### src/fjot_pkg.sv
package fjot_pkg;

    localparam int WS_DEPTH = 16;
    localparam int WS_AW = $clog2(WS_DEPTH);
    localparam int WS_CW = $clog2(WS_DEPTH + 1);

    localparam logic [2:0] KIND_KEY_BYTE = 3'd0;
    localparam logic [2:0] KIND_VAL_BYTE = 3'd1;
    localparam logic [2:0] KIND_KEY_END  = 3'd2;
    localparam logic [2:0] KIND_PAIR_END = 3'd3;
    localparam logic [2:0] KIND_STATUS   = 3'd4;

    localparam logic [4:0] ERR_NONE        = 5'd0;
    localparam logic [4:0] ERR_EXP_STRING  = 5'd1;
    localparam logic [4:0] ERR_UNT_ESCAPE  = 5'd2;
    localparam logic [4:0] ERR_BAD_UNICODE = 5'd3;
    localparam logic [4:0] ERR_HIGH_NO_U   = 5'd4;
    localparam logic [4:0] ERR_BAD_LOW     = 5'd5;
    localparam logic [4:0] ERR_LONE_LOW    = 5'd6;
    localparam logic [4:0] ERR_BAD_ESCAPE  = 5'd7;
    localparam logic [4:0] ERR_UNT_STRING  = 5'd8;
    localparam logic [4:0] ERR_NO_VALUE    = 5'd9;
    localparam logic [4:0] ERR_NESTED      = 5'd10;
    localparam logic [4:0] ERR_NO_SCALAR   = 5'd11;
    localparam logic [4:0] ERR_EXP_OBJECT  = 5'd12;
    localparam logic [4:0] ERR_EXP_COLON   = 5'd13;
    localparam logic [4:0] ERR_UNT_OBJECT  = 5'd14;
    localparam logic [4:0] ERR_EXP_SEP     = 5'd15;
    localparam logic [4:0] ERR_TRAILING    = 5'd16;
    localparam logic [4:0] ERR_WS_OVERFLOW = 5'd17;

    localparam logic [4:0] PH_OPEN      = 5'd0;
    localparam logic [4:0] PH_FIRST     = 5'd1;
    localparam logic [4:0] PH_KEY_START = 5'd2;
    localparam logic [4:0] PH_KEY_STR   = 5'd3;
    localparam logic [4:0] PH_COLON     = 5'd10;
    localparam logic [4:0] PH_VALUE     = 5'd11;
    localparam logic [4:0] PH_VAL_STR   = 5'd12;
    localparam logic [4:0] PH_RAW       = 5'd19;
    localparam logic [4:0] PH_AFTER     = 5'd20;
    localparam logic [4:0] PH_TRAIL     = 5'd21;

    localparam logic [2:0] SUB_BODY   = 3'd0;
    localparam logic [2:0] SUB_ESC    = 3'd1;
    localparam logic [2:0] SUB_HEX    = 3'd2;
    localparam logic [2:0] SUB_BS     = 3'd3;
    localparam logic [2:0] SUB_U      = 3'd4;
    localparam logic [2:0] SUB_LOW    = 3'd5;
    localparam logic [2:0] SUB_LOWBAD = 3'd6;

    localparam logic [1:0] SRC_REG   = 2'd0;
    localparam logic [1:0] SRC_UTF8  = 2'd1;
    localparam logic [1:0] SRC_WS    = 2'd2;

    typedef struct packed {
        logic [2:0] kind;
        logic [7:0] out_byte;
        logic [4:0] status_code;
        logic       last;
    } t_result;

    // Commands from the controller to the datapath for one cycle.
    typedef struct packed {
        logic       load_in;
        logic       ws_push;
        logic       ws_clear;
        logic       ws_rd_start;
        logic       ws_rd_next;
        logic       utf8_load;
        logic       utf8_next;
        logic       hex_clear;
        logic       hex_shift;
        logic       hi_load;
        logic       out_load;
        logic [1:0] out_src;
        logic [2:0] out_kind;
        logic [7:0] out_byte;
        logic [4:0] out_status;
        logic       out_last;
        logic       cp_pair;
    } t_cmd;

    typedef struct packed {
        logic             out_busy;
        logic [7:0]       in_byte;
        logic             in_end;
        logic [15:0]      hex_accum;
        logic [2:0]       hex_count;
        logic [WS_CW-1:0] ws_count;
        logic             ws_rd_last;
        logic [2:0]       utf8_left;
    } t_stat;

    function automatic logic is_ws(input logic [7:0] c);
        return c == 8'h20 || (c >= 8'h09 && c <= 8'h0d);
    endfunction

    function automatic logic [4:0] hex_val(input logic [7:0] c);
        if (c >= 8'h30 && c <= 8'h39) return {1'b0, 4'(c - 8'h30)};
        if (c >= 8'h61 && c <= 8'h66) return {1'b0, 4'(c - 8'h57)};
        if (c >= 8'h41 && c <= 8'h46) return {1'b0, 4'(c - 8'h37)};
        return 5'd16;
    endfunction

endpackage

### src/fjot_datapath.sv
module fjot_datapath
    import fjot_pkg::*;
(
    input  logic    i_clk,
    input  logic    i_rst_n,
    input  logic    i_in_op,
    input  logic [7:0] i_in_byte,
    input  t_cmd    i_cmd,
    output t_stat   o_stat,
    output logic    o_valid,
    input  logic    i_ready,
    output t_result o_res
);

    logic [7:0]       r_in_byte;
    logic             r_in_end;
    logic [15:0]      r_hex;
    logic [2:0]       r_hex_cnt;
    logic [9:0]       r_hi;
    logic [7:0]       r_ws_mem [WS_DEPTH];
    logic [WS_CW-1:0] r_ws_cnt;
    logic [WS_CW-1:0] r_rd_ptr;
    logic [7:0]       r_ws_q;
    logic [20:0]      r_cp;
    logic [2:0]       r_u_left;
    logic [2:0]       r_u_kind;
    logic             r_valid;
    t_result          r_res;
    logic [20:0]      n_cp;
    logic [2:0]       n_len;
    logic [7:0]       u_byte;
    logic [2:0]       u_idx;
    logic [4:0]       hex_nib;

    assign hex_nib = hex_val(r_in_byte);

    always_comb begin
        if (i_cmd.cp_pair) begin
            n_cp = 21'h10000 + {1'b0, r_hi, 10'd0} + {11'd0, 10'(r_hex - 16'hdc00)};
        end else begin
            n_cp = {5'd0, r_hex};
        end
        if (n_cp <= 21'h7f) n_len = 3'd1;
        else if (n_cp <= 21'h7ff) n_len = 3'd2;
        else if (n_cp <= 21'hffff) n_len = 3'd3;
        else n_len = 3'd4;
    end

    always_comb begin
        u_idx = r_u_left;
        u_byte = 8'h80 | {2'b00, r_cp[5:0]};
        unique case (r_u_kind)
            3'd1: u_byte = r_cp[7:0];
            3'd2: u_byte = (u_idx == 3'd2) ? (8'hc0 | {3'b0, r_cp[10:6]})
                                           : (8'h80 | {2'b0, r_cp[5:0]});
            3'd3: begin
                if (u_idx == 3'd3) u_byte = 8'he0 | {4'b0, r_cp[15:12]};
                else if (u_idx == 3'd2) u_byte = 8'h80 | {2'b0, r_cp[11:6]};
                else u_byte = 8'h80 | {2'b0, r_cp[5:0]};
            end
            default: begin
                if (u_idx == 3'd4) u_byte = 8'hf0 | {5'b0, r_cp[20:18]};
                else if (u_idx == 3'd3) u_byte = 8'h80 | {2'b0, r_cp[17:12]};
                else if (u_idx == 3'd2) u_byte = 8'h80 | {2'b0, r_cp[11:6]};
                else u_byte = 8'h80 | {2'b0, r_cp[5:0]};
            end
        endcase
    end

    always_ff @(posedge i_clk) begin
        if (i_cmd.load_in) begin
            r_in_byte <= i_in_byte;
            r_in_end <= i_in_op;
        end
        if (i_cmd.hex_clear) begin
            r_hex <= '0;
            r_hex_cnt <= '0;
        end else if (i_cmd.hex_shift) begin
            if (hex_nib <= 5'd15) begin
                r_hex <= {r_hex[11:0], hex_nib[3:0]};
            end
            if (r_hex_cnt < 3'd3) r_hex_cnt <= r_hex_cnt + 3'd1;
        end
        if (i_cmd.hi_load) r_hi <= 10'(r_hex - 16'hd800);
        if (i_cmd.ws_push && r_ws_cnt < WS_CW'(WS_DEPTH)) begin
            r_ws_mem[r_ws_cnt[WS_AW-1:0]] <= r_in_byte;
        end
        if (i_cmd.ws_rd_start) begin
            r_ws_q <= r_ws_mem[0];
        end else if (i_cmd.ws_rd_next) begin
            r_ws_q <= r_ws_mem[r_rd_ptr[WS_AW-1:0]];
        end
        if (i_cmd.utf8_load) begin
            r_cp <= n_cp;
            r_u_kind <= n_len;
        end
        if (i_cmd.out_load) begin
            r_res.kind <= i_cmd.out_kind;
            r_res.status_code <= i_cmd.out_status;
            r_res.last <= i_cmd.out_last;
            unique case (i_cmd.out_src)
                SRC_UTF8: r_res.out_byte <= u_byte;
                SRC_WS:   r_res.out_byte <= r_ws_q;
                default:  r_res.out_byte <= i_cmd.out_byte;
            endcase
        end
    end

    always_ff @(posedge i_clk) begin
        if (!i_rst_n) begin
            r_ws_cnt <= '0;
            r_rd_ptr <= '0;
            r_u_left <= '0;
            r_valid <= 1'b0;
        end else begin
            if (i_cmd.ws_clear) begin
                r_ws_cnt <= '0;
            end else if (i_cmd.ws_push && r_ws_cnt < WS_CW'(WS_DEPTH)) begin
                r_ws_cnt <= r_ws_cnt + 1'b1;
            end
            if (i_cmd.ws_rd_start) begin
                r_rd_ptr <= WS_CW'(1);
            end else if (i_cmd.ws_rd_next) begin
                r_rd_ptr <= r_rd_ptr + 1'b1;
            end
            if (i_cmd.utf8_load) begin
                r_u_left <= n_len;
            end else if (i_cmd.utf8_next) begin
                r_u_left <= r_u_left - 3'd1;
            end
            if (i_cmd.out_load) begin
                r_valid <= 1'b1;
            end else if (i_ready) begin
                r_valid <= 1'b0;
            end
        end
    end

    always_comb begin
        o_stat.out_busy = r_valid && !i_ready;
        o_stat.in_byte = r_in_byte;
        o_stat.in_end = r_in_end;
        o_stat.hex_accum = r_hex;
        o_stat.hex_count = r_hex_cnt;
        o_stat.ws_count = r_ws_cnt;
        o_stat.ws_rd_last = r_rd_ptr >= r_ws_cnt;
        o_stat.utf8_left = r_u_left;
    end

    assign o_valid = r_valid;
    assign o_res = r_res;

    a_ws_bound: assert property (@(posedge i_clk) disable iff (!i_rst_n)
        r_ws_cnt <= WS_CW'(WS_DEPTH)) else $error("whitespace count overflow");
    a_hold: assert property (@(posedge i_clk) disable iff (!i_rst_n)
        r_valid && !i_ready |=> r_valid && $stable(r_res))
        else $error("result changed while stalled");
    a_utf8_len: assert property (@(posedge i_clk) disable iff (!i_rst_n)
        r_u_left <= 3'd4) else $error("bad UTF-8 length");

endmodule

### config.mk
export PLATFORM = sky130hd
export DESIGN_NAME = fjot_datapath
export DESIGN_NICKNAME = d
export VERILOG_FILES = /design/src/fjot_pkg.sv /design/src/fjot_datapath.sv
export SDC_FILE = /design/constraint.sdc
export NUM_CORES = 1
export LEC_CHECK = 0
export BUFFER_PORTS_ARGS = -buffer_cell sky130_fd_sc_hd__buf_2
export CORE_MARGIN = 2
export CORE_UTILIZATION = 63
export CTS_CLUSTER_DIAMETER = 50
export DETAILED_ROUTE_END_ITERATION = 12
export GPL_TIMING_DRIVEN = 0
export PLACE_DENSITY = 0.92
export SLEW_MARGIN = 25
export SYNTH_ARGS = -nofsm -noshare
export SYNTH_HDL_FRONTEND = slang
export SYNTH_SLANG_ARGS = --single-unit
### constraint.sdc
create_clock -name i_clk -period 4.8 [get_ports i_clk]
set_input_delay 0.96 -clock i_clk [delete_from_list [all_inputs] [get_ports i_clk]]
set_output_delay 0.96 -clock i_clk [all_outputs]
set_load 0.02 [all_outputs]
==> results.tsv, run 1 <==
metric	value	unit
die_w	128	µm
cts.path.max_buffers	3	
ys_warn_count	0	
portBuffers	96	
run_status	completed	
mostFrequentLayoutCell	edfxtp_1	
n_antenna_cell	0	
cap_violations	0	
fin_crit	3.08	ns
track_usage	0.267	
fin_area	0.0112	mm²
slowest_stage	dfxtp_1	
fin_total_pwr	0.00441	W
worstPathArrival	2.12	ns
hold_path_class	reg -> reg	
relSlewSlack	0.418	
synth_area	0.00968	mm²
synth_cell_types	54	
synth_fp_nets	701	
cp.required	3.84	ns
clkTransAtPathRegs	0.06	ns
dr.pass1.iters	6	
layout.nets	823	
layout_common_cells	edfxtp_1, buf_2, nor2_1	
cts_setup_buffers	0	
preCtsSetupSlack	2.05	ns
drtIter0Drc	715	
grt_max_degree	31	
avgSynthCellArea	15.2	µm²
dp_hpwl	14400	µm
core-area	0.0151	mm²
ys_ff_latch	229	
ir_drop	0.453	mV
via_count	6110	
final.setup.worst_slack	1.72	ns
synth_top_flop_cell	edfxtp_1	
clock_sinks	229	
ctsHtreeMaxLevel	1	
cts_resized	0	
syn2layout_area_growth	15.6	%
synth-edff-count	196	
holdWs	0.531	ns
grt_overflow_total	0	
drcViolationCount	0	
comb_power_share	0.067	
min_period_over_period	0.642	
synthArstFlopShare	0	
routed_via_density	6.33	
path_class	reg -> out	
hold_violations	0	
drv_slew	0	
grt_first_pass_wirelength	32900	µm
die_h	128	µm
io_pins	99	
fill_cells	864	
grt_pass1_vias	6007	
power_switching_share	0.227	
numCtsBuffers	24	
dieArea	0.0164	mm²
antenna_found_initial	0	
internal-power	0.00341	W
drive_gt1_frac	0.255	
critical_path.most_common_cell	a21oi_1	
setup_viol	0	
max_freq	325	MHz
clkLatencyLatePin	0.52	ns
p_leak	4.14	nW
crit_chain	ha_1 > nand2b_1 > a21oi_1 > nor2b_1 > o21ai_0 > a21oi_1 > buf_2	
switchingPower	0.00100	W
start_util	0.642	
rows	45	
finalClockSkew	0.0105	ns
ant_nets	0	
postCtsHoldBufs	0	
routed_wl	21800	µm
powerDensity	394	mW/mm²
seqPwrFrac	0.521	
syn_inst	637	
finalSetupTns	0	ns
rsz0062_at_grt	false	
ys_seq_area_frac	0.676	
wl_per_cell	22.6	µm
placed_area	0.0104	mm²
cts_tree	built	
critical_path.max_stage_delay	0.49	ns
cts_root_buf	clkbuf_16	
cp-end-kind	primary output	
worst-path-max-fanout	7	
tightest_slew	0.873	ns
start_kind	flip-flop	
power_frac_clock	0.411	
gp_congestion	0.914	
synth_stat cells, types with 9 or more instances:
| cell | n | area share |
|---|---|---|
| edfxtp_1 | 196 | 0.61 |
| nor2_1 | 52 | 0.020 |
| nand2_1 | 35 | 0.014 |
| dfxtp_1 | 33 | 0.068 |
| mux4_2 | 32 | 0.074 |
| a21oi_1 | 28 | 0.014 |
| inv_1 | 28 | 0.011 |
| mux2i_1 | 23 | 0.024 |
| ha_1 | 21 | 0.027 |
| and2_1 | 16 | 0.010 |
| clkbuf_1 | 16 | 0.0062 |
| nand2b_1 | 12 | 0.0078 |
| buf_4 | 11 | 0.0085 |
| nor2b_1 | 10 | 0.0065 |
| o21ai_0 | 9 | 0.0047 |
| o21ai_1 | 9 | 0.0047 |
| o221ai_1 | 9 | 0.0081 |
path summary, 6_finish.rpt:
path / start / to / slack (ns) / cells past startpoint
setup / recovery: r_ws_cnt[0] / o_stat[3] / 1.72 / 7
hold / removal: r_hex_cnt[2] / r_hex_cnt[2] / 0.53 / 2
setup reg to reg: r_in_byte[0] / r_hex[1] / 1.93 / 6
hold reg to reg: r_hex_cnt[2] / r_hex_cnt[2] / 0.53 / 2
critical path: cells and delay by family, from the launching register on:
| family | cells | cell delay, ns |
|---|---|---|
| compound gates | 3 | 0.46 |
| fa+ha+maj | 1 | 0.28 |
| buf+inv | 1 | 0.17 |
| simple gates | 2 | 0.21 |
| flops | 1 | 0.49 |
power by group through the flow:
| stage | clock (W) | combinational [W] | sequential, W |
|---|---|---|---|
| 2_1_floorplan | 0 | 0.000162 | 0.00234 |
| 3_5_place_dp | 0 | 0.000289 | 0.00234 |
| 5_1_grt | 0.00191 | 0.000320 | 0.00231 |
| 6_report | 0.00181 | 0.000297 | 0.00230 |
| 4_1_cts | 0.00183 | 0.000294 | 0.00230 |
| 3_3_place_gp | 0 | 0.000276 | 0.00233 |
sequential cells by signal, indices dropped and copies added, names as in the netlist:
| signal | flops |
|---|---|
| o_res | 17 |
| o_valid | 1 |
| r_cp | 21 |
| r_hex | 16 |
| r_hex_cnt | 3 |
| r_hi | 10 |
| r_in_byte | 8 |
| r_in_end | 1 |
| r_rd_ptr | 5 |
| r_u_kind | 3 |
| r_u_left | 3 |
| r_ws_cnt | 5 |
| r_ws_mem | 128 |
| r_ws_q | 8 |
metal layers:
metal | track usage | wire [µm] | up-vias
li1 | - | - | 2656
met1 | 0.332 | 8040 | 2988
met2 | 0.472 | 11100 | 375
met3 | 0.0505 | 1790 | 91
met4 | 0.101 | 839 | 0
met5 | 0 | 0 | -
final cells by class:
type / count / area (µm²) / share of cell area
Multi-Input combinational cell: 342 / 2830 / 0.253
Timing Repair Buffer: 96 / 480 / 0.0429
Sequential cell: 229 / 6550 / 0.585
Tap cell: 188 / 235 / 0.0210
Buffer: 38 / 200 / 0.0179
Clock inverter: 13 / 120 / 0.0107
Clock buffer: 31 / 679 / 0.0607
Inverter: 28 / 105 / 0.00939
cell families (layout without fill, tap and decap cells):
logic type	Yosys count	in the layout	share of synthesized area
multiplexers	61	61	0.105
XOR/XNOR	12	12	0.0109
buffers and inverters	66	206	0.0315
AO/OA/AOI/OAI	91	91	0.0690
AND/OR/NAND/NOR	157	157	0.0802
adder cells (fa/ha/maj)	21	21	0.0271
flip-flops	229	229	0.676
stage by stage:
step | cells | util
after global routing | 965 | 0.742
after floorplan | 637 | -
after global placement | 921 | 0.689
after CTS | 965 | 0.742
after detailed placement | 921 | 0.689
final | 965 | 0.742
No activity file was read; power rests on OpenSTA's default activity.
==> run 2, diff against run 1 <==
- ABC_AREA: unset -> 1
- CORE_UTILIZATION: 63 -> 53
- PLACE_DENSITY: 0.92 -> 0.84
- clock period: 4.8 -> 2.8 ns (I/O delays scaled with it)
==> results.tsv, run 2 <==
metric	value	unit
holdWs	0.224	ns
numCtsBuffers	25	
fill_cells	1405	
largest_reg_flops	128	
relSlewSlack	0.322	
synth_area	0.0100	mm²
r2r_slack	0.44	ns
crit_buf_inv	4	
grt_max_degree	31	
dp_cells	1288	
yosysMostFrequentCell	nand2_1	
synthTopCellsByCount	nand2_1, edfxtp_1, nand3_1, nor2_1, inv_1	
netlist.area_leader.share	0.588	
hold_path_class	in -> reg	
cts_root_buf	clkbuf_16	
drv_slew	0	
grt_pass1_vias	7075	
synthTopCellsByArea	edfxtp_1, nand2_1, nand3_1	
drtIter0Drc	904	
p_leak	4.79	nW
syn2layout_area_growth	15.6	%
via_count	7419	
ant_nets	0	
synth_top_flop_cell	edfxtp_1	
rsz0062_at_grt	false	
setup_viol	0	
multi_input_area	0.00289	mm²
portBuffers	98	
ys_ff_latch	229	
antenna_found_initial	0	
finalClockSkew	0.0134	ns
layout.nets	1145	
grt_first_pass_wirelength	37700	µm
hold_violations	0	
cap_violations	0	
dieArea	0.0200	mm²
routed_wl	24300	µm
drcViolationCount	0	
postCtsHoldBufs	0	
max_freq	374	MHz
finalSetupTns	0	ns
avgSynthCellArea	10.5	µm²
n_antenna_cell	0	
final.setup.worst_slack	0.125	ns
synthArstFlopShare	0	
dp_hpwl	16500	µm
path_class	reg -> out	
clock_sinks	229	
die_w	141	µm
syn_inst	956	
cp_top_family	compound AO/OA/AOI/OAI gates	
run_status	completed	
ys_seq_area_frac	0.654	
worstPathArrival	2.12	ns
synth_fp_nets	1020	
crit_chain	inv_2 > buf_8 > ha_1 > inv_1 > nand2_1 > a21oi_1 > o21bai_1 > a21oi_1 > o21bai_1 > buf_4	
clkTransAtPathRegs	0.06	ns
drive_gt1_frac	0.184	
cp.required	2.24	ns
ir_drop	0.439	mV
ctsHtreeMaxLevel	1	
track_usage	0.244	
synth-edff-count	196	
regArea	0.00655	mm²
routed_via_density	5.57	
clkLatencyLatePin	0.51	ns
dr.pass1.iters	5	
placed_area	0.0108	mm²
preCtsSetupSlack	0.368	ns
post_layout_nonfiller_instances	1332	
slowest_stage	dfxtp_4	
yosysTopAreaCell	edfxtp_1	
fin_crit	2.68	ns
gp_congestion	0.925	
io_pins	99	
start_kind	flip-flop	
die_h	141	µm
cp-end-kind	primary output	
min_period_over_period	0.955	
critical_path.max_stage_delay	0.36	ns
synth_cell_types	37	
fin_area	0.0116	mm²
grt_overflow_total	0	
rows	50	
cts_tree	built	
start_util	0.537	
core-area	0.0186	mm²
tightest_slew	1.01	ns
layout_common_cells	nand2_1, edfxtp_1, nand3_1	
cts.path.max_buffers	3	
mostFrequentLayoutCell	nand2_1	
powerDensity	670	mW/mm²
wl_per_cell	18.3	µm
worst-path-max-fanout	19	
ys_warn_count	0	
==> run 2: cell types whose count changed after synthesis, moves of 10 or more <==
cell,previous run,this run
o21ai_0,9,24
nand2b_1,12,0
inv_1,28,60
nor2_2,0,10
and2_1,16,0
nand2_1,35,254
nor2b_1,10,0
nor2_1,52,81
a21oi_1,28,50
nand3_1,2,142
mux4_2,32,0
mux2i_1,23,0
==> run 2: path summary, 6_finish.rpt <==
| check | startpoint | end | cells past startpoint |
|---|---|---|---|
| max reg2reg | r_in_byte[0] | r_hex[5] | 11 |
| max | r_rd_ptr[0] | o_stat[3] | 10 |
| min | i_cmd[4] | o_res[3] | 1 |
| min reg2reg | r_rd_ptr[4] | r_rd_ptr[4] | 1 |
==> run 2: area by class of cell <==
| class | instances | share of cell area |
|---|---|---|
| inverters | 68 | 0.0225 |
| plain buffers | 46 | 0.0274 |
| repair buffers | 99 | 0.0433 |
| well taps | 234 | 0.0253 |
| flip-flops and latches | 229 | 0.566 |
| clock buffers | 29 | 0.0554 |
| multi-input cells | 612 | 0.250 |
| clock inverters | 15 | 0.0103 |
==> run 2: cells by family (layout without fill, tap and decap cells) <==
group | Yosys count | after routing | synth area share
AO/OA/AOI/OAI | 81 | 81 | 0.0425
XOR/XNOR | 3 | 3 | 0.00263
adder cells (fa/ha/maj) | 21 | 21 | 0.0262
buffers and inverters | 115 | 257 | 0.0576
flip-flops | 229 | 229 | 0.654
AND/OR/NAND/NOR | 507 | 507 | 0.217
==> run 2: worst reg2reg max path: stages (launching register included) <==
cell,delay (ns)
edfxtp_1,0.90
inv_1,0.15
ha_1,0.27
o21ai_2,0.14
nand2_1,0.08
nand3_2,0.15
nand2_2,0.09
nand2_4,0.13
inv_6,0.06
buf_12,0.14
nor2_2,0.09
nor2_1,0.05
==> run 2: what timing repair did <==
item,CTS,global route
gates resized for setup,3,2
endpoints found under the hold margin,0,0
setup buffers,1,0
setup endpoints to repair,1,1
pin swaps,1,0
==> run 2: report_power, final <==
part           internal, W  leakage (nW)  switching [W]
Combinational     0.000250          2.30       0.000482
Sequential         0.00385          2.11       0.000125
Clock              0.00174         0.376        0.00129
Total              0.00584          4.79        0.00190
==> run 2: layer usage <==
metal | part of all wire | vias up | global-route usage | wire [µm]
met4 | 0.034 | 0 | 0.101 | 827
met5 | 0 | - | 0 | 0
met1 | 0.39 | 3463 | 0.336 | 9600
met3 | 0.11 | 59 | 0.0523 | 2590
met2 | 0.47 | 416 | 0.379 | 11300
li1 | - | 3481 | - | -
==> run 2: stage by stage <==
| step | utilization | power (W) |
|---|---|---|
| after global routing | 0.620 | 0.00799 |
| after global placement | 0.579 | 0.00473 |
| final | 0.620 | 0.00774 |
| after detailed placement | 0.579 | 0.00475 |
| after floorplan | - | 0.00447 |
| after CTS | 0.620 | 0.00775 |
==> run 3, diff against run 2 <==
- ABC_AREA: 1 -> unset
==> results.tsv, run 3 (synthesis results as in run 1) <==
metric	value	unit
cp-end-kind	primary output	
rsz0062_at_grt	false	
gp_congestion	0.858	
dp_hpwl	13300	µm
grt_overflow_total	0	
antenna_found_initial	0	
worst-path-max-fanout	5	
p_leak	4.16	nW
tightest_slew	0.838	ns
core-area	0.0180	mm²
finalSetupTns	0	ns
ir_drop	0.600	mV
ctsHtreeMaxLevel	1	
die_h	139	µm
largest_reg_flops	128	
relSlewSlack	0.441	
portBuffers	96	
grt_pass1_vias	5596	
cts.path.max_buffers	3	
cp.required	2.24	ns
syn2layout_area_growth	16.3	%
worstPathArrival	2.10	ns
track_usage	0.205	
min_period_over_period	0.949	
crit_path_end	o_stat[3]	
path_class	reg -> out	
wl_per_cell	20.0	µm
drtIter0Drc	464	
grt_max_degree	31	
r2r_cells	6	
routed_via_density	5.73	
cts_tree	built	
r2r-start	r_in_byte[0]	
via_count	5771	
drcViolationCount	0	
setup_viol	0	
routed_wl	20100	µm
crit_path_start	r_ws_cnt[1]	
grt_first_pass_wirelength	30700	µm
io_pins	99	
mostFrequentLayoutCell	edfxtp_1	
die_w	139	µm
fin_crit	2.66	ns
layout_common_cells	edfxtp_1, buf_2, nor2_1	
drv_slew	0	
clock_sinks	229	
clkLatencyLatePin	0.53	ns
hold_violations	0	
finalClockSkew	0.0278	ns
hold_path_class	in -> reg	
rows	49	
start_kind	flip-flop	
ant_nets	0	
layout.nets	825	
drive_gt1_frac	0.257	
dr.pass1.iters	5	
fin_total_pwr	0.00755	W
r2r_slack	0.23	ns
fill_cells	1251	
r2r_end	r_hex[1]	
dieArea	0.0194	mm²
postCtsHoldBufs	0	
cap_violations	0	
cts_root_buf	clkbuf_16	
run_status	completed	
start_util	0.539	
n_antenna_cell	0	
powerDensity	670	mW/mm²
numCtsBuffers	24	
max_freq	376	MHz
clkTransAtPathRegs	0.06	ns
run 3: cell count changes in the layout (fill, tap and decap cells not counted), sizes merged, moves of 23 or more:
cell	delta
nand3	-141
nand2	-223
mux4	+32
nor2	-40
inv	-40
a21oi	-23
mux2i	+23
run 3: worst min-delay path by stage:
stage | startpoint | end | slack [ns] | cells past startpoint
floorplan | r_hex[0] | r_cp[0] | 0.47 | 0
global placement | r_hex_cnt[2] | r_hex_cnt[2] | 0.50 | 2
detailed placement | r_ws_cnt[4] | r_ws_cnt[4] | 0.51 | 2
CTS | i_in_byte[0] | r_in_byte[0] | 0.18 | 1
global route | i_in_byte[0] | r_in_byte[0] | 0.18 | 1
finish | i_in_byte[0] | r_in_byte[0] | 0.20 | 1
run 3: metrics by stage:
stage | instances | util | hold slack, ns | area [µm²] | setup WS, ns
2_1_floorplan | 637 | - | 0.469 | 9680 | 0.428
3_3_place_gp | 962 | 0.582 | 0.500 | 10500 | 0.117
3_5_place_dp | 962 | 0.582 | 0.508 | 10500 | 0.0617
4_1_cts | 1006 | 0.626 | 0.184 | 11200 | 0.0380
5_1_grt | 1008 | 0.627 | 0.181 | 11300 | 0.0292
6_report | 1008 | 0.627 | 0.200 | 11300 | 0.142
run 3: cell type report:
cell class / instances / area, µm² / area share
Buffer: 38 / 200 / 0.0178
Clock buffer: 33 / 644 / 0.0572
Clock inverter: 11 / 150 / 0.0133
Inverter: 28 / 105 / 0.00933
Multi-Input combinational cell: 342 / 2830 / 0.251
Sequential cell: 229 / 6550 / 0.581
Tap cell: 229 / 287 / 0.0254
Timing Repair Buffer: 98 / 495 / 0.0440
run 3: report_power, final:
part | internal (W) | switching, W | total, W
logic | 0.000199 | 0.000304 | 0.000503
clock network | 0.00183 | 0.00129 | 0.00311
registers | 0.00383 | 0.000106 | 0.00394
total | 0.00585 | 0.00170 | 0.00755
run 3: worst max-delay path, cell delays in order (launching register included):
cell	delay (ns)
dfxtp_1	0.47
inv_1	0.15
ha_1	0.31
a21oi_1	0.15
nor2b_1	0.06
o21ai_0	0.16
a21oi_1	0.11
buf_2	0.17
run 3: timing repair:
| item | 4_1_cts | 5_1_grt |
|---|---|---|
| setup buffers | 0 | 2 |
| gates resized for setup | 0 | 1 |
| endpoints found under the setup margin | 0 | 11 |
| endpoints found under the hold margin | 0 | 0 |
run 3: metal layers:
metal / GRT usage / share of wire
met4: 0.0649 / 0.031
met2: 0.344 / 0.49
met1: 0.278 / 0.41
met5: 0 / 0
met3: 0.0318 / 0.070
