===== src/fjot_pkg.sv =====
package fjot_pkg;

    localparam int WS_DEPTH = 16;
    localparam int WS_AW = $clog2(WS_DEPTH);
    localparam int WS_CW = $clog2(WS_DEPTH + 1);

    localparam logic [2:0] KIND_KEY_BYTE = 3'd0;
    localparam logic [2:0] KIND_VAL_BYTE = 3'd1;
    localparam logic [2:0] KIND_KEY_END  = 3'd2;
    localparam logic [2:0] KIND_PAIR_END = 3'd3;
    localparam logic [2:0] KIND_STATUS   = 3'd4;

    localparam logic [4:0] ERR_NONE        = 5'd0;
    localparam logic [4:0] ERR_EXP_STRING  = 5'd1;
    localparam logic [4:0] ERR_UNT_ESCAPE  = 5'd2;
    localparam logic [4:0] ERR_BAD_UNICODE = 5'd3;
    localparam logic [4:0] ERR_HIGH_NO_U   = 5'd4;
    localparam logic [4:0] ERR_BAD_LOW     = 5'd5;
    localparam logic [4:0] ERR_LONE_LOW    = 5'd6;
    localparam logic [4:0] ERR_BAD_ESCAPE  = 5'd7;
    localparam logic [4:0] ERR_UNT_STRING  = 5'd8;
    localparam logic [4:0] ERR_NO_VALUE    = 5'd9;
    localparam logic [4:0] ERR_NESTED      = 5'd10;
    localparam logic [4:0] ERR_NO_SCALAR   = 5'd11;
    localparam logic [4:0] ERR_EXP_OBJECT  = 5'd12;
    localparam logic [4:0] ERR_EXP_COLON   = 5'd13;
    localparam logic [4:0] ERR_UNT_OBJECT  = 5'd14;
    localparam logic [4:0] ERR_EXP_SEP     = 5'd15;
    localparam logic [4:0] ERR_TRAILING    = 5'd16;
    localparam logic [4:0] ERR_WS_OVERFLOW = 5'd17;

    localparam logic [4:0] PH_OPEN      = 5'd0;
    localparam logic [4:0] PH_FIRST     = 5'd1;
    localparam logic [4:0] PH_KEY_START = 5'd2;
    localparam logic [4:0] PH_KEY_STR   = 5'd3;
    localparam logic [4:0] PH_COLON     = 5'd10;
    localparam logic [4:0] PH_VALUE     = 5'd11;
    localparam logic [4:0] PH_VAL_STR   = 5'd12;
    localparam logic [4:0] PH_RAW       = 5'd19;
    localparam logic [4:0] PH_AFTER     = 5'd20;
    localparam logic [4:0] PH_TRAIL     = 5'd21;

    localparam logic [2:0] SUB_BODY   = 3'd0;
    localparam logic [2:0] SUB_ESC    = 3'd1;
    localparam logic [2:0] SUB_HEX    = 3'd2;
    localparam logic [2:0] SUB_BS     = 3'd3;
    localparam logic [2:0] SUB_U      = 3'd4;
    localparam logic [2:0] SUB_LOW    = 3'd5;
    localparam logic [2:0] SUB_LOWBAD = 3'd6;

    localparam logic [1:0] SRC_REG   = 2'd0;
    localparam logic [1:0] SRC_UTF8  = 2'd1;
    localparam logic [1:0] SRC_WS    = 2'd2;

    typedef struct packed {
        logic [2:0] kind;
        logic [7:0] out_byte;
        logic [4:0] status_code;
        logic       last;
    } t_result;

    // Commands from the controller to the datapath for one cycle.
    typedef struct packed {
        logic       load_in;
        logic       ws_push;
        logic       ws_clear;
        logic       ws_rd_start;
        logic       ws_rd_next;
        logic       utf8_load;
        logic       utf8_next;
        logic       hex_clear;
        logic       hex_shift;
        logic       hi_load;
        logic       out_load;
        logic [1:0] out_src;
        logic [2:0] out_kind;
        logic [7:0] out_byte;
        logic [4:0] out_status;
        logic       out_last;
        logic       cp_pair;
    } t_cmd;

    typedef struct packed {
        logic             out_busy;
        logic [7:0]       in_byte;
        logic             in_end;
        logic [15:0]      hex_accum;
        logic [2:0]       hex_count;
        logic [WS_CW-1:0] ws_count;
        logic             ws_rd_last;
        logic [2:0]       utf8_left;
    } t_stat;

    function automatic logic is_ws(input logic [7:0] c);
        return c == 8'h20 || (c >= 8'h09 && c <= 8'h0d);
    endfunction

    function automatic logic [4:0] hex_val(input logic [7:0] c);
        if (c >= 8'h30 && c <= 8'h39) return {1'b0, 4'(c - 8'h30)};
        if (c >= 8'h61 && c <= 8'h66) return {1'b0, 4'(c - 8'h57)};
        if (c >= 8'h41 && c <= 8'h46) return {1'b0, 4'(c - 8'h37)};
        return 5'd16;
    endfunction

endpackage


===== src/fjot_ctrl.sv =====
module fjot_ctrl
    import fjot_pkg::*;
(
    input  logic  i_clk,
    input  logic  i_rst_n,
    input  logic  i_in_valid,
    output logic  o_in_ready,
    input  t_stat i_stat,
    output t_cmd  o_cmd
);

    localparam logic [2:0] ST_IDLE  = 3'd0;
    localparam logic [2:0] ST_EXEC  = 3'd1;
    localparam logic [2:0] ST_UTF8  = 3'd2;
    localparam logic [2:0] ST_WS    = 3'd3;
    localparam logic [2:0] ST_WSTL  = 3'd4;

    logic [2:0] r_st, n_st;
    logic [4:0] r_phase, n_phase;
    logic [4:0] r_err, n_err;
    logic [2:0] r_ukind, n_ukind;
    logic [2:0] r_tailk, n_tailk;

    logic [7:0] c;
    logic       in_key;
    logic [4:0] base;
    logic [2:0] sub;
    logic [2:0] skind;
    logic [4:0] end_st;
    logic [4:0] nib;

    always_comb begin
        c = i_stat.in_byte;
        nib = hex_val(c);
        in_key = r_phase >= PH_KEY_STR && r_phase < PH_COLON;
        base = in_key ? PH_KEY_STR : PH_VAL_STR;
        sub = 3'(r_phase - base);
        skind = in_key ? KIND_KEY_BYTE : KIND_VAL_BYTE;
    end

    always_comb begin
        end_st = ERR_NONE;
        if (r_err != ERR_NONE) begin
            end_st = r_err;
        end else if ((r_phase >= PH_KEY_STR && r_phase < PH_COLON)
                || (r_phase >= PH_VAL_STR && r_phase < PH_RAW)) begin
            unique case (sub)
                SUB_BODY: end_st = ERR_UNT_STRING;
                SUB_ESC:  end_st = ERR_UNT_ESCAPE;
                SUB_HEX:  end_st = ERR_BAD_UNICODE;
                default:  end_st = ERR_HIGH_NO_U;
            endcase
        end else begin
            priority case (r_phase)
                PH_OPEN: end_st = ERR_EXP_OBJECT;
                PH_FIRST, PH_KEY_START: end_st = ERR_EXP_STRING;
                PH_COLON: end_st = ERR_EXP_COLON;
                PH_VALUE: end_st = ERR_NO_VALUE;
                PH_RAW, PH_AFTER: end_st = ERR_UNT_OBJECT;
                default: end_st = ERR_NONE;
            endcase
        end
    end

    task automatic emit(input logic [2:0] k, input logic [7:0] b, input logic [4:0] s,
                        input logic l);
        o_cmd.out_load = 1'b1;
        o_cmd.out_src = SRC_REG;
        o_cmd.out_kind = k;
        o_cmd.out_byte = b;
        o_cmd.out_status = s;
        o_cmd.out_last = l;
    endtask

    always_comb begin
        o_cmd = '0;
        n_st = r_st;
        n_phase = r_phase;
        n_err = r_err;
        n_ukind = r_ukind;
        n_tailk = r_tailk;
        o_in_ready = 1'b0;
        unique case (r_st)
            ST_IDLE: begin
                o_in_ready = 1'b1;
                o_cmd.load_in = i_in_valid;
                if (i_in_valid) n_st = ST_EXEC;
            end
            ST_EXEC: begin
                if (!i_stat.out_busy) begin
                    n_st = ST_IDLE;
                    if (i_stat.in_end) begin
                        emit(KIND_STATUS, 8'd0, end_st, 1'b1);
                        n_phase = PH_OPEN;
                        n_err = ERR_NONE;
                        o_cmd.hex_clear = 1'b1;
                        o_cmd.ws_clear = 1'b1;
                    end else if (r_err == ERR_NONE) begin
                        priority case (1'b1)
                            r_phase == PH_OPEN: begin
                                if (c == "{") n_phase = PH_FIRST;
                                else if (!is_ws(c)) n_err = ERR_EXP_OBJECT;
                            end
                            r_phase == PH_FIRST || r_phase == PH_KEY_START: begin
                                if (c == "\"") n_phase = PH_KEY_STR;
                                else if (c == "}" && r_phase == PH_FIRST) n_phase = PH_TRAIL;
                                else if (!is_ws(c)) n_err = ERR_EXP_STRING;
                            end
                            r_phase == PH_COLON: begin
                                if (c == ":") n_phase = PH_VALUE;
                                else if (!is_ws(c)) n_err = ERR_EXP_COLON;
                            end
                            r_phase == PH_VALUE: begin
                                if (is_ws(c)) begin
                                end else if (c == "\"") n_phase = PH_VAL_STR;
                                else if (c == "{" || c == "[") n_err = ERR_NESTED;
                                else if (c == "," || c == "}") n_err = ERR_NO_SCALAR;
                                else begin
                                    n_phase = PH_RAW;
                                    o_cmd.ws_clear = 1'b1;
                                    emit(KIND_VAL_BYTE, c, ERR_NONE, 1'b1);
                                end
                            end
                            r_phase == PH_RAW: begin
                                if (is_ws(c)) begin
                                    if (i_stat.ws_count >= WS_CW'(WS_DEPTH)) begin
                                        n_err = ERR_WS_OVERFLOW;
                                    end else begin
                                        o_cmd.ws_push = 1'b1;
                                    end
                                end else if (c == "," || c == "}") begin
                                    o_cmd.ws_clear = 1'b1;
                                    emit(KIND_PAIR_END, 8'd0, ERR_NONE, 1'b1);
                                    n_phase = (c == ",") ? PH_KEY_START : PH_TRAIL;
                                end else if (i_stat.ws_count != '0) begin
                                    o_cmd.ws_rd_start = 1'b1;
                                    n_st = ST_WS;
                                end else begin
                                    emit(KIND_VAL_BYTE, c, ERR_NONE, 1'b1);
                                end
                            end
                            r_phase == PH_AFTER: begin
                                if (c == "," || c == "}") begin
                                    emit(KIND_PAIR_END, 8'd0, ERR_NONE, 1'b1);
                                    n_phase = (c == ",") ? PH_KEY_START : PH_TRAIL;
                                end else if (!is_ws(c)) n_err = ERR_EXP_SEP;
                            end
                            r_phase == PH_TRAIL: begin
                                if (!is_ws(c)) n_err = ERR_TRAILING;
                            end
                            in_key || (r_phase >= PH_VAL_STR && r_phase < PH_RAW): begin
                                unique case (sub)
                                    SUB_BODY: begin
                                        if (c == "\"") begin
                                            if (in_key) begin
                                                emit(KIND_KEY_END, 8'd0, ERR_NONE, 1'b1);
                                                n_phase = PH_COLON;
                                            end else n_phase = PH_AFTER;
                                        end else if (c == "\\") begin
                                            n_phase = base + 5'(SUB_ESC);
                                        end else begin
                                            emit(skind, c, ERR_NONE, 1'b1);
                                        end
                                    end
                                    SUB_ESC: begin
                                        n_phase = base + 5'(SUB_BODY);
                                        priority case (c)
                                            "\"", "\\", "/": emit(skind, c, ERR_NONE, 1'b1);
                                            "b": emit(skind, 8'h08, ERR_NONE, 1'b1);
                                            "f": emit(skind, 8'h0c, ERR_NONE, 1'b1);
                                            "n": emit(skind, 8'h0a, ERR_NONE, 1'b1);
                                            "r": emit(skind, 8'h0d, ERR_NONE, 1'b1);
                                            "t": emit(skind, 8'h09, ERR_NONE, 1'b1);
                                            "u": begin
                                                o_cmd.hex_clear = 1'b1;
                                                n_phase = base + 5'(SUB_HEX);
                                            end
                                            default: begin
                                                n_phase = r_phase;
                                                n_err = ERR_BAD_ESCAPE;
                                            end
                                        endcase
                                    end
                                    SUB_HEX: begin
                                        if (nib > 5'd15) begin
                                            n_err = ERR_BAD_UNICODE;
                                        end else begin
                                            o_cmd.hex_shift = 1'b1;
                                            if (i_stat.hex_count == 3'd3) n_st = ST_WSTL;
                                        end
                                    end
                                    SUB_BS: begin
                                        if (c == "\\") n_phase = base + 5'(SUB_U);
                                        else n_err = ERR_HIGH_NO_U;
                                    end
                                    SUB_U: begin
                                        if (c == "u") begin
                                            o_cmd.hex_clear = 1'b1;
                                            n_phase = base + 5'(SUB_LOW);
                                        end else n_err = ERR_HIGH_NO_U;
                                    end
                                    default: begin
                                        o_cmd.hex_shift = 1'b1;
                                        if (nib > 5'd15) n_phase = base + 5'(SUB_LOWBAD);
                                        if (i_stat.hex_count == 3'd3) n_st = ST_WSTL;
                                    end
                                endcase
                            end
                            default: begin
                            end
                        endcase
                    end
                end
            end
            ST_WSTL: begin
                // Four hex digits are in; classify the code point.
                n_st = ST_IDLE;
                if (sub == SUB_HEX) begin
                    if (i_stat.hex_accum >= 16'hd800 && i_stat.hex_accum <= 16'hdbff) begin
                        o_cmd.hi_load = 1'b1;
                        n_phase = base + 5'(SUB_BS);
                    end else if (i_stat.hex_accum >= 16'hdc00
                            && i_stat.hex_accum <= 16'hdfff) begin
                        n_err = ERR_LONE_LOW;
                    end else begin
                        o_cmd.utf8_load = 1'b1;
                        n_ukind = skind;
                        n_phase = base + 5'(SUB_BODY);
                        n_st = ST_UTF8;
                    end
                end else if (sub == SUB_LOW && i_stat.hex_accum >= 16'hdc00
                        && i_stat.hex_accum <= 16'hdfff) begin
                    o_cmd.utf8_load = 1'b1;
                    o_cmd.cp_pair = 1'b1;
                    n_ukind = skind;
                    n_phase = base + 5'(SUB_BODY);
                    n_st = ST_UTF8;
                end else begin
                    n_err = ERR_BAD_LOW;
                end
            end
            ST_UTF8: begin
                if (!i_stat.out_busy) begin
                    emit(r_ukind, 8'd0, ERR_NONE, i_stat.utf8_left == 3'd1);
                    o_cmd.out_src = SRC_UTF8;
                    o_cmd.utf8_next = 1'b1;
                    if (i_stat.utf8_left == 3'd1) n_st = ST_IDLE;
                end
            end
            ST_WS: begin
                if (!i_stat.out_busy) begin
                    if (r_tailk == 3'd1) begin
                        emit(KIND_VAL_BYTE, c, ERR_NONE, 1'b1);
                        o_cmd.ws_clear = 1'b1;
                        n_tailk = 3'd0;
                        n_st = ST_IDLE;
                    end else begin
                        emit(KIND_VAL_BYTE, 8'd0, ERR_NONE, 1'b0);
                        o_cmd.out_src = SRC_WS;
                        o_cmd.ws_rd_next = 1'b1;
                        if (i_stat.ws_rd_last) n_tailk = 3'd1;
                    end
                end
            end
            default: n_st = ST_IDLE;
        endcase
    end

    always_ff @(posedge i_clk) begin
        if (!i_rst_n) begin
            r_st <= ST_IDLE;
            r_phase <= PH_OPEN;
            r_err <= ERR_NONE;
            r_ukind <= KIND_KEY_BYTE;
            r_tailk <= 3'd0;
        end else begin
            r_st <= n_st;
            r_phase <= n_phase;
            r_err <= n_err;
            r_ukind <= n_ukind;
            r_tailk <= n_tailk;
        end
    end

    a_ready_idle: assert property (@(posedge i_clk) disable iff (!i_rst_n)
        o_in_ready |-> r_st == ST_IDLE) else $error("ready outside idle");
    a_err_range: assert property (@(posedge i_clk) disable iff (!i_rst_n)
        r_err <= ERR_WS_OVERFLOW) else $error("bad error code");
    a_err_hold: assert property (@(posedge i_clk) disable iff (!i_rst_n)
        $past(r_err) != ERR_NONE && r_err != ERR_NONE |-> r_err == $past(r_err))
        else $error("latched error changed");

endmodule


===== config.mk =====
export PLATFORM = sky130hd
export DESIGN_NAME = fjot_ctrl
export DESIGN_NICKNAME = d
export VERILOG_FILES = /design/src/fjot_pkg.sv /design/src/fjot_ctrl.sv
export SDC_FILE = /design/constraint.sdc
export NUM_CORES = 1
export LEC_CHECK = 0
export ABC_AREA = 0
export BUFFER_PORTS_ARGS = -buffer_cell sky130_fd_sc_hd__buf_4
export CORE_ASPECT_RATIO = 1.2
export CORE_MARGIN = 2
export CORE_UTILIZATION = 40
export CTS_CLUSTER_SIZE = 30
export DETAILED_ROUTE_END_ITERATION = 10
export GPL_TIMING_DRIVEN = 0
export PLACE_DENSITY = 0.59
export SYNTH_ARGS = -nofsm -noshare
export SYNTH_HDL_FRONTEND = slang
export SYNTH_SLANG_ARGS = --single-unit
export TNS_END_PERCENT = 30

===== constraint.sdc =====
create_clock -name i_clk -period 8.87 [get_ports i_clk]
set_input_delay 0.887 -clock i_clk [delete_from_list [all_inputs] [get_ports i_clk]]
set_output_delay 0.887 -clock i_clk [all_outputs]
set_load 0.02 [all_outputs]

==> results, run 1 <==
- The leading cell type in the layout, fill and taps excluded is buf_4.
- After clock tree synthesis, the repair step resized 0 gates.
- Of all nets on the critical path, the largest fanout is 13.
- At the pin with the least slew margin, the transition time is 1.12 ns.
- The cell area that synthesis handed to floorplanning was 3230 µm².
- In the layout the commonest cells are buf_4, nor2_1, nand2_1.
- After clock tree synthesis, the clock-pin slew on the worst setup and hold paths is 0.06 ns.
- For the worst setup path, the data required time is 7.98 ns.
- The count of antenna diodes in the layout is 0.
- The post-layout instance area is 3830 µm².
- The total congestion overflow after global routing is 0.
- The clock insertion delay at the later pin of the skew report is 0.25 ns.
- Overall power consumption after layout is estimated at 0.000383 W.
- Counting flops and latches in the post-synthesis netlist gives 15.
- The category of the worst setup path capture point is an output port.
- Sorting the synthesized cells by area gives the leading types as dfxtp_1, nor2_1, a21oi_1.
- Data on the critical path arrives at its endpoint at 5.24 ns.
- The post-route netlist has 16.4% of its cells at a drive strength greater than 1.
- For the worst flop-to-flop path, the logic depth is 15.
- After synthesis, the largest area contributor takes up 9.31% of total cell area.
- The fraction of the cycle the final worst path needs is 69.1%.
- Derived from the worst setup path, the maximum achievable clock frequency is 163 MHz.
- The number of vias per cell after detailed routing is 6.50.
- The worst min-delay path category is flop to flop.
- The tree is rooted in a clkbuf_8.
- After detailed routing, the wire length on met1 is 5.42 mm.
- CTS built an H-tree with a depth of 1.
- On the final layout, the worst clock skew is 0.00285 ns.
- The routed wire length per instance is 19.3 µm.
- The floorplan step defined a core boundary enclosing 7750 µm².
- The number of clock buffers added by TritonCTS is 3.
- The biggest area contributor in the post-synthesis netlist is dfxtp_1.
- The distinct cell type count after synthesis is 71.
- The first global-routing pass estimated 20.1 mm of wire.
- Entering global routing, the biggest net connects 14 pins.
- The first detailed-routing pass took 7 iterations.
- Summed over all nets, the half-perimeter wirelength after detailed placement is 10.2 mm.
- The layout has 821 filler cells.
- The number of routed nets with antenna violations is 0.
- In the routed design, unresolved DRC markers number 0.
- The number of global-route vias before repair is 3994.
- The run finished with clean final reports.
- The initial antenna violation count is 0.
- The area of the die is 8800 µm².
- For this design, the sink count on the clock tree is 15.
- The mean area per synthesized cell is 6.39 µm².
- For this run, the slowest stage of the critical path takes 0.95 ns.
- The number of warnings printed during yosys synthesis is 0.
- The number of buffers inserted by hold repair at cts is 0.
- Counting I/O delays and the setup requirement, the final critical path takes 6.13 ns.
- The length of routed met2 wiring is 6.00 mm.
- Setup repair after global routing left no endpoint under its margin.
- After detailed routing, no signal wire sits above met4.
- The total power density per cell area is 99.9 nW/µm².
- The met3 layer wire length in the routed design is 817 µm.
- Compared with the post-synthesis result, the final layout area differs by 18.7%.
- The worst hold path passes through 2 cells.
- The number of nets in the final layout is 624.
- In this run the tightest slew margin relative to its limit is 25.3%.
- The worst ir drop on vdd is 0.0557 mV.
- The hold violation count in the final report is 0.
- Counting flops with a built-in enable in the synthesized netlist gives 0.
- The buffer and inverter count on the worst path is 6.
- For the final routed database, the setup TNS stands at 0 ns.
- The clock passes through at most 2 buffers.
- The kind of cell with the highest combined delay along the critical path is buffers and inverters.
- The placed instances occupy a cell area of 3780 µm².
- The total via count in the routed design is 4289.
- The final-report max-slew violation count is 0.
- The synthesized net count is 560.
- The CTS tree is done.
- The width of the chip is 86.0 µm.
- Sequential cells were found to cover 9.31% of the synthesized design area.
- Traced cell by cell, the critical path runs through buf_2, nand2b_1, o32ai_2, inv_1, clkbuf_1, fa_1, clkbuf_1, xnor2_2, clkbuf_1, nor2_1, nand2_1, a21oi_1, o2111ai_1, nand4_1, buf_4.
- In this run, the number of DRC markers left after iteration 0 of detailed routing was 347.
- The cell count after synthesis is 505.
- The number of setup buffers added after CTS is 0.
- The launching element type of the critical path is a flop.
- Of all flip-flops after synthesis, the portion carrying an async set or reset was 0%.
- The total wirelength of the detailed-routed design is 12.7 mm.
- The overall die height is 102 µm.
- By instance count, the cell type seen most on the critical path is clkbuf_1.
- The critical setup path kind is flop to output port.
- The I/O pin count is 73.
- The weighted congestion at the end of routability-driven global placement is 0.951.
- The instance count on the critical path is 15.
- The number of maximum-capacitance constraint violations is 0.
- The placement row count is 35.
- Setup violations remaining at the end of the flow were counted as 0.
- Input and output buffers added on the ports amount to 59.
- The global routing usage summed across all routing layers is 28.6%.
- The largest individual stage delay along the critical path comes from the cell o32ai_2.
- For this run, the leading register cell type out of synthesis is dfxtp_1.
- In this run the static leakage power is 1.58 nW.
- The starting utilization of the core area is 41.6%.
## layout make-up
| type | count | area [µm²] | share of cell area [%] |
|---|---|---|---|
| Buffer | 33 | 141 | 3.69 |
| Clock buffer | 3 | 41.3 | 1.08 |
| Clock inverter | 1 | 5.00 | 0.131 |
| Inverter | 21 | 78.8 | 2.06 |
| Multi-Input combinational cell | 436 | 2710 | 70.6 |
| Sequential cell | 15 | 300 | 7.84 |
| Tap cell | 92 | 115 | 3.01 |
| Timing Repair Buffer | 59 | 443 | 11.6 |
## registers in the layout (all words and copies together) (netlist names)
signal / flops
r_tailk: 1
r_phase: 5
r_st: 3
r_err: 5
r_ukind: 1
## power by group
group	switching [W]	internal (W)
logic	0.000165	0.0000882
clock network	0.0000250	0.0000312
registers	0.00000333	0.0000698
## stage by stage
stage               setup WS [ns]  hold WS, ns  std cells  utilization, %
CTS                          2.86        0.485        660            49.4
detailed placement           3.16        0.475        656            48.8
global route                 2.50        0.505        660            49.4
finish                       2.74        0.483        660            49.4
floorplan                    4.36        0.442        505               -
global placement             3.19        0.457        656            48.8
## path summary, 6_finish.rpt
check                    end  slack (ns)       start
hold reg to reg     r_err[1]        0.48    r_err[1]
hold / removal      r_err[1]        0.48    r_err[1]
setup / recovery    o_cmd[1]        2.74  r_phase[3]
setup reg to reg  r_phase[0]        3.85  r_phase[3]
## per-layer routing
layer | track usage (%) | up-vias
met3 | 3.63 | 33
met4 | 11.8 | 0
met2 | 47.8 | 213
met1 | 37.0 | 2034
li1 | - | 2009
met5 | 0 | -
## tightest hold or removal path, cell delays in order, from the launching register on
cell and delay, ns:
dfxtp_1 0.32, nand2_1 0.06, mux2i_1 0.06
## cell families (layout without fill, tap and decap cells)
group | count (synthesis) | count (layout) | share of synthesized area (%)
AND/OR/NAND/NOR | 246 | 246 | 39.8
adder cells (fa/ha/maj) | 14 | 14 | 5.66
XOR/XNOR | 7 | 7 | 2.13
flip-flops | 15 | 15 | 9.31
multiplexers | 10 | 10 | 3.14
AO/OA/AOI/OAI | 159 | 159 | 33.1
buffers and inverters | 54 | 117 | 6.83
## synthesized netlist by cell type, drive strengths merged, types with 7 or more instances
master / instances
buf: 14
nand3: 19
a21oi: 43
or2: 7
clkbuf: 19
ha: 13
inv: 21
o21ai: 39
or3: 7
nand2b: 13
dfxtp: 15
mux2i: 9
nor3: 23
nand2: 53
nor2b: 8
a211oi: 9
o22ai: 7
nor2: 59
and3: 8
No activity file was read; power rests on OpenSTA's default activity.
==> inputs of run 2 (changes only) <==
PLACE_DENSITY = 0.61   (was 0.59)
clock period = 4.9 ns   (was 8.87 ns; I/O delays follow)
==> run 2 against run 1 <==
Effect of this change: design area up 1.3%; non-clock buffer count unchanged; sequential share of layout area down 0.099 points; largest cell class unchanged; largest power group unchanged.
==> results, run 2 (synthesis gave the netlist of run 1 again) <==
- The placement row count is 35.
- The worst slack at placement is -0.330 ns.
- In this run the most used layer during global routing was met2.
- The number of global-route vias before repair is 4000.
- The launching element type of the critical path is a flop.
- The area taken by flip-flops and latches is 300 µm².
- The pin count of the biggest net entering global routing is 14.
- After clock tree synthesis, the clock-pin slew on the worst setup and hold paths is 0.06 ns.
- The actual transition at the worst max-transition pin is 0.957 ns.
- TritonCTS built the clock tree.
- In the final layout, the registers with the most flip-flops are r_err: 5 flops, r_phase: 5 flops, r_st: 3 flops.
- Input and output buffers added on the ports amount to 59.
- The number of nets in the final layout is 624.
- For this design, the sink count on the clock tree is 15.
- After filler insertion, the fill cell instance count of the layout stands at 841.
- The most common cell type on the critical path is buf_4.
- The region available for standard cell placement spans 7750 µm².
- The area of the die is 8800 µm².
- The detailed-router iteration count before antenna repair is 5.
- The setup TNS after final layout is 0 ns.
- After routing the design area is 3880 µm².
- The static leakage is 1.59 nW.
- In this run the cell area measured after placement is 3780 µm².
- The hold violation count in the final report was 0.
- Per report_power, the sequential group accounts for 18.5% of the total.
- The first global-routing pass estimated 20.2 mm of wire.
- Summed over all nets, the switching power comes to 0.000356 W.
- The routed wire length per instance is 19.2 µm.
- The number of CTS-inserted buffers is 3.
- The final worst slack is 0.266 ns.
- The required arrival time at the worst endpoint is 4.41 ns.
- The half-perimeter wire length after placement is 10.0 mm.
- The post-route clock skew is 0.00597 ns.
- Data on the critical path arrives at its endpoint at 4.14 ns.
- The leading cell type in the layout, fill and taps excluded is buf_4.
- Net switching is 50.1% of the power.
- Combinational logic burns 67.1% of the power.
- The clock tree buffer depth is 2.
- The critical path is of the flop to output port type.
- The worst slack on hold paths is 0.473 ns.
- CTS built an H-tree with a depth of 1.
- The post-detailed-route DRC marker count is 0.
- The biggest cell delay along the critical path is 0.46 ns.
- The initial antenna violation count came to 0.
- In the global route stage, overall resource usage came out at 28.6%.
- The worst ir drop on vdd is 0.0816 mV.
- The category of the worst setup path capture point is an output port.
- The minimum clock period after layout is 4.63 ns.
- For this design the ratio of total power to cell area is 183 nW/µm².
- The die is 102 µm tall.
- The fmax is 216 MHz.
- The fraction of the cycle the final worst path needs is 94.6%.
- The number of buffers inserted by hold repair at cts is 0.
- Once detail routing completed, the nets flagged for antenna violations numbered 0.
- After the first detailed-routing iteration, the DRC count stood at 444.
- The met2 usage is 49.2%.
- Summed over all layers, the global routing overflow is 0.
- The clock network accounts for 14.3% of the total power.
- Across the run, the number of max-cap violations was 0.
- The weighted congestion at the end of routability-driven global placement is 0.958.
- The number of vias per cell after detailed routing is 6.45.
- The area overhead of the layout relative to synthesis is 20.2%.
- For this run, global-route usage on met3 was measured as 4.20%.
- The final-report max-slew violation count came to 0.
- The count of antenna diodes in the layout is 0.
- The worst min-delay path category is flop to flop.
- Setup violations remaining at the end of the flow were counted as 0.
- The total via count in the routed design is 4254.
- The post-route netlist has 17.8% of its cells at a drive strength greater than 1.
- Summing all multi-input logic gate instances after layout gives 2750 µm².
- The run finished with clean final reports.
- For this run, global-route usage on met1 was measured as 35.6%.
- Summed over all layers, the routed wires come to 12.7 mm.
- The library cells used most frequently in the layout, excluding fill and tap cells, are buf_4, nor2_1, nand2_1.
- The worst slew slack as a fraction of its limit is 35.7%.
- At the later pin of the worst-skew pair, clock insertion delay measures 0.25 ns.
- The cell-internal power is 0.000355 W.
- The master of the slowest instance on the critical path is fa_2.
- The root buffer cell is clkbuf_8.
- The die is 86.0 µm wide.
- The critical path goes through buf_2, nand2b_1, o32ai_4, buf_4, ha_1, inv_1, fa_2, clkbuf_2, and3_1, mux2i_1, clkbuf_1, o21ai_0, a21oi_1, nor2_1, buf_4.
- The starting utilization of the core area is 41.6%.
- The I/O pin count is 73.
- Setup repair after global routing left no endpoint under its margin.
- Along the worst path, the maximum fanout reaches 11.
## run 2: cell types whose count changed in the layout (fill, tap and decap cells not counted), sizes merged
cell | before | now
buf | 73 | 74
clkinv | 1 | 0
## run 2: timing repair
action	CTS	global route
endpoints found under the setup margin	19	15
pin swaps	1	0
gates resized for setup	2	10
setup buffers	1	0
## run 2: per-layer routing
metal,wire (µm),up-vias
met1,5270,1983
met3,894,36
li1,-,2002
met5,0,-
met2,5990,233
met4,507,0
## run 2: cell type report
type	instances	area share (%)
Inverter	21	2.03
Timing Repair Buffer	60	11.6
Buffer	32	3.65
Multi-Input combinational cell	436	70.8
Clock buffer	4	1.16
Tap cell	92	2.97
Sequential cell	15	7.74
## run 2: critical path: cells and delay by family, from the launching register on
| kind | cells | cell delay (ns) |
|---|---|---|
| buffers and inverters | 6 | 1.30 |
| AO/OA/AOI/OAI | 3 | 0.73 |
| multiplexers | 1 | 0.40 |
| AND/OR/NAND/NOR | 3 | 0.46 |
| flip-flops | 1 | 0.37 |
| adder cells (fa/ha/maj) | 2 | 0.63 |
## run 2: power groups by stage
stage | clock [W] | sequential [W] | combinational, W
4_1_cts | 0.000106 | 0.000132 | 0.000449
3_3_place_gp | 0 | 0.000134 | 0.000441
6_report | 0.000102 | 0.000132 | 0.000477
3_5_place_dp | 0 | 0.000135 | 0.000442
2_1_floorplan | 0 | 0.000133 | 0.000311
5_1_grt | 0.000112 | 0.000133 | 0.000510
## run 2: worst paths after layout
| kind | from | endpoint | slack (ns) | cells after the start |
|---|---|---|---|---|
| setup / recovery | r_phase[3] | o_cmd[2] | 0.27 | 15 |
| hold reg to reg | r_err[0] | r_err[0] | 0.47 | 2 |
| hold / removal | r_err[0] | r_err[0] | 0.47 | 2 |
| setup reg to reg | r_phase[3] | r_err[2] | 0.74 | 14 |
## run 2: stage by stage
stage / total power, W / cells / utilization, %
after floorplan: 0.000444 / 505 / -
after global routing: 0.000755 / 660 / 50.0
after CTS: 0.000687 / 661 / 49.7
after global placement: 0.000576 / 656 / 48.8
final: 0.000711 / 660 / 50.0
after detailed placement: 0.000576 / 656 / 48.8
==> inputs of run 3 (changes only) <==
==> constraint.sdc (replaced) <==
create_clock -name i_clk -period 4.9 [get_ports i_clk]
set_input_delay 0.98 -clock i_clk [delete_from_list [all_inputs] [get_ports i_clk]]
set_output_delay 0.98 -clock i_clk [all_outputs]
set_load 0.02 [all_outputs]
==> run 3 against run 2 <==
Effect of this change: routed wire length rose by 0.73%; die area did not move; cell count rose by 0.45%; clock power barely moved; register-to-register slack improved by 0.39 ns; non-clock buffer count rose by 3; total power rose by 1.9%; worst setup slack got worse by 0.067 ns.
==> results, run 3 (synthesis gave the netlist of run 1 again) <==
- The final-report max-slew violation count is 0.
- The worst ir drop on vdd is 0.0823 mV.
- In this run the number of H-tree levels came out at 1.
- The width of the chip is 86.0 µm.
- The total congestion overflow after global routing is 0.
- For flop-to-flop paths, the worst setup slack is 1.13 ns.
- The starting utilization of the core area is 41.6%.
- The biggest fanout along the worst timing path is 10.
- The worst slack at placement is -0.820 ns.
- The total via count in the routed design is 4293.
- STA puts the critical path data arrival time at 3.72 ns.
- TritonCTS built the clock tree.
- The placement row count is 35.
- The half-perimeter wire length after placement is 10.0 mm.
- In this run the cell area measured after placement is 3780 µm².
- In the routed layout, each cell is associated on average with a via count of 6.48.
- The fraction of layout instances using a drive strength above 1 is 20.1%.
- The worst slack on hold paths is 0.473 ns.
- The largest registers in the layout are r_err: 5 flops, r_phase: 5 flops, r_st: 3 flops.
- The post-route clock skew is 0.00437 ns.
- Data on the critical path is required at its endpoint by 3.92 ns.
- The overall die height is 102 µm.
- The startpoint of the worst register-to-register path is r_phase[4].
- Compared with the post-synthesis result, the final layout area differs by 22.3%.
- In the post-route analysis, the smallest setup slack over all paths is 0.199 ns.
- The later pin in the worst-skew pair is clocked with a latency of 0.25 ns.
- The clock tree buffer depth is 2.
- The number of global-route vias before repair is 4017.
- The number of routed nets with antenna violations is 0.
- The worst hold path belongs to the class flop to flop.
- After the flow finishes, the layout carries non-filler instances totaling 663.
- The final number of setup-violating endpoints is 0.
- The area of the die is 8800 µm².
- The TritonCTS sink count is 15.
- For hold timing, the worst endpoint is r_err[0].
- The initial DRC count is 388.
- The number of buffers added on ports is 59.
- The first TritonRoute pass finished after 5 iterations.
- The pin count of the biggest net entering global routing is 14.
- At the pin with the least slew margin, the transition time is 0.974 ns.
- The finished cells cover 3950 µm².
- The placed instance count is 656.
- The smallest clock period supported by the final layout is computed as 4.70 ns.
- Across every metal layer, demand over resource in global routing totals 28.8%.
- The leading cell type in the layout, fill and taps excluded is buf_4.
- The number of nets in the final layout is 627.
- The I/O pin count is 73.
- The launching element type of the critical path is a flop.
- The tool flagged a number of max-cap violations equal to 0.
- The total wirelength of the detailed-routed design is 12.8 mm.
- The number of antenna diodes in the final layout is 0.
- The fmax is 213 MHz.
- The number of CTS-inserted buffers is 3.
- The first global-routing pass estimated 20.3 mm of wire.
- The category of the worst setup path capture point is an output port.
- The routed wire length per instance is 19.2 µm.
- The post-detailed-route DRC marker count is 0.
- The launch point of the worst hold path is r_err[0].
- The fraction of the cycle the final worst path needs is 95.9%.
- The total power density per cell area is 184 nW/µm².
- The critical path is of the flop to output port type.
- The weighted congestion at the end of routability-driven global placement is 0.958.
- Leaving out fill and tap cells, the most frequent cells in the layout are buf_4, nor2_1, nand2_1.
- Counting cells, the worst reg-to-reg path comes to 15.
- The worst hold path was traced through 2 stages.
- The hold violation count in the final report is 0.
- For this design the static power due to leakage is 1.63 nW.
- The core region is 7750 µm².
- The clock transition at the registers of the reported paths is 0.06 ns.
- The initial antenna violation count is 0.
- In this run the tightest slew margin relative to its limit is 34.5%.
- The run finished with clean final reports.
- The reg-to-reg critical path endpoint is r_phase[0].
- Summing internal, switching and leakage power gives 0.000725 W.
- The root buffer cell chosen for the clock tree is clkbuf_8.
==> run 3: cell count changes in the layout (fill, tap and decap cells not counted), sizes merged <==
cell,change
buf,+4
clkbuf,-1
==> run 3: layout make-up <==
type / instances / area (µm²)
multi-input cells: 436 / 2770
fillers: 838 / 3800
flip-flops and latches: 15 / 302
repair buffers: 63 / 477
inverters: 21 / 78.8
clock buffers: 4 / 45.0
well taps: 92 / 115
plain buffers: 32 / 159
==> run 3: where the power goes <==
group          internal [W]  switching [W]  total (W)
registers          0.000126     0.00000560   0.000132
clock network     0.0000577      0.0000449   0.000103
logic              0.000180       0.000310   0.000490
==> run 3: through the flow <==
stage	util, %	setup TNS [ns]
floorplan	-	0
global placement	48.8	-13.29
detailed placement	48.8	-12.64
CTS	50.3	0
global route	50.9	-0.0000386
finish	50.9	0
==> run 3: how the worst max path moves through the flow <==
stage / start / depth (start not counted) / endpoint / slack (ns)
after floorplan: r_phase[3] / 13 / o_cmd[15] / 0.29
after global placement: r_phase[3] / 15 / o_cmd[1] / -0.87
after detailed placement: r_phase[3] / 15 / o_cmd[8] / -0.82
after CTS: r_phase[3] / 16 / o_cmd[8] / 0.03
after global routing: r_phase[4] / 15 / o_cmd[4] / -0.00004
final: r_phase[2] / 15 / o_cmd[2] / 0.20
==> run 3: routing by layer <==
layer | track usage [%] | vias to the layer above | routed length [µm]
li1 | - | 2009 | -
met1 | 36.2 | 2002 | 5380
met5 | 0 | - | 0
met3 | 3.96 | 46 | 879
met4 | 12.0 | 0 | 547
met2 | 49.1 | 236 | 5950
==> run 3: worst max-delay path, stage by stage (launching register included) <==
cell      delay, ns
dfxtp_1        0.37
clkbuf_2       0.22
a21oi_1        0.24
o32ai_4        0.15
buf_6          0.15
ha_1           0.16
inv_1          0.07
fa_2           0.49
clkbuf_2       0.22
and3_1         0.18
mux2i_1        0.38
clkbuf_2       0.31
o21ai_0        0.13
a21oi_1        0.18
nor2_1         0.05
buf_4          0.17
==> run 3: timing repair <==
item,in CTS,in global routing
resized for setup,18,16
pin swaps,1,4
hold buffers,0,0
buffers inserted,1,3
endpoints found under the setup margin,21,15
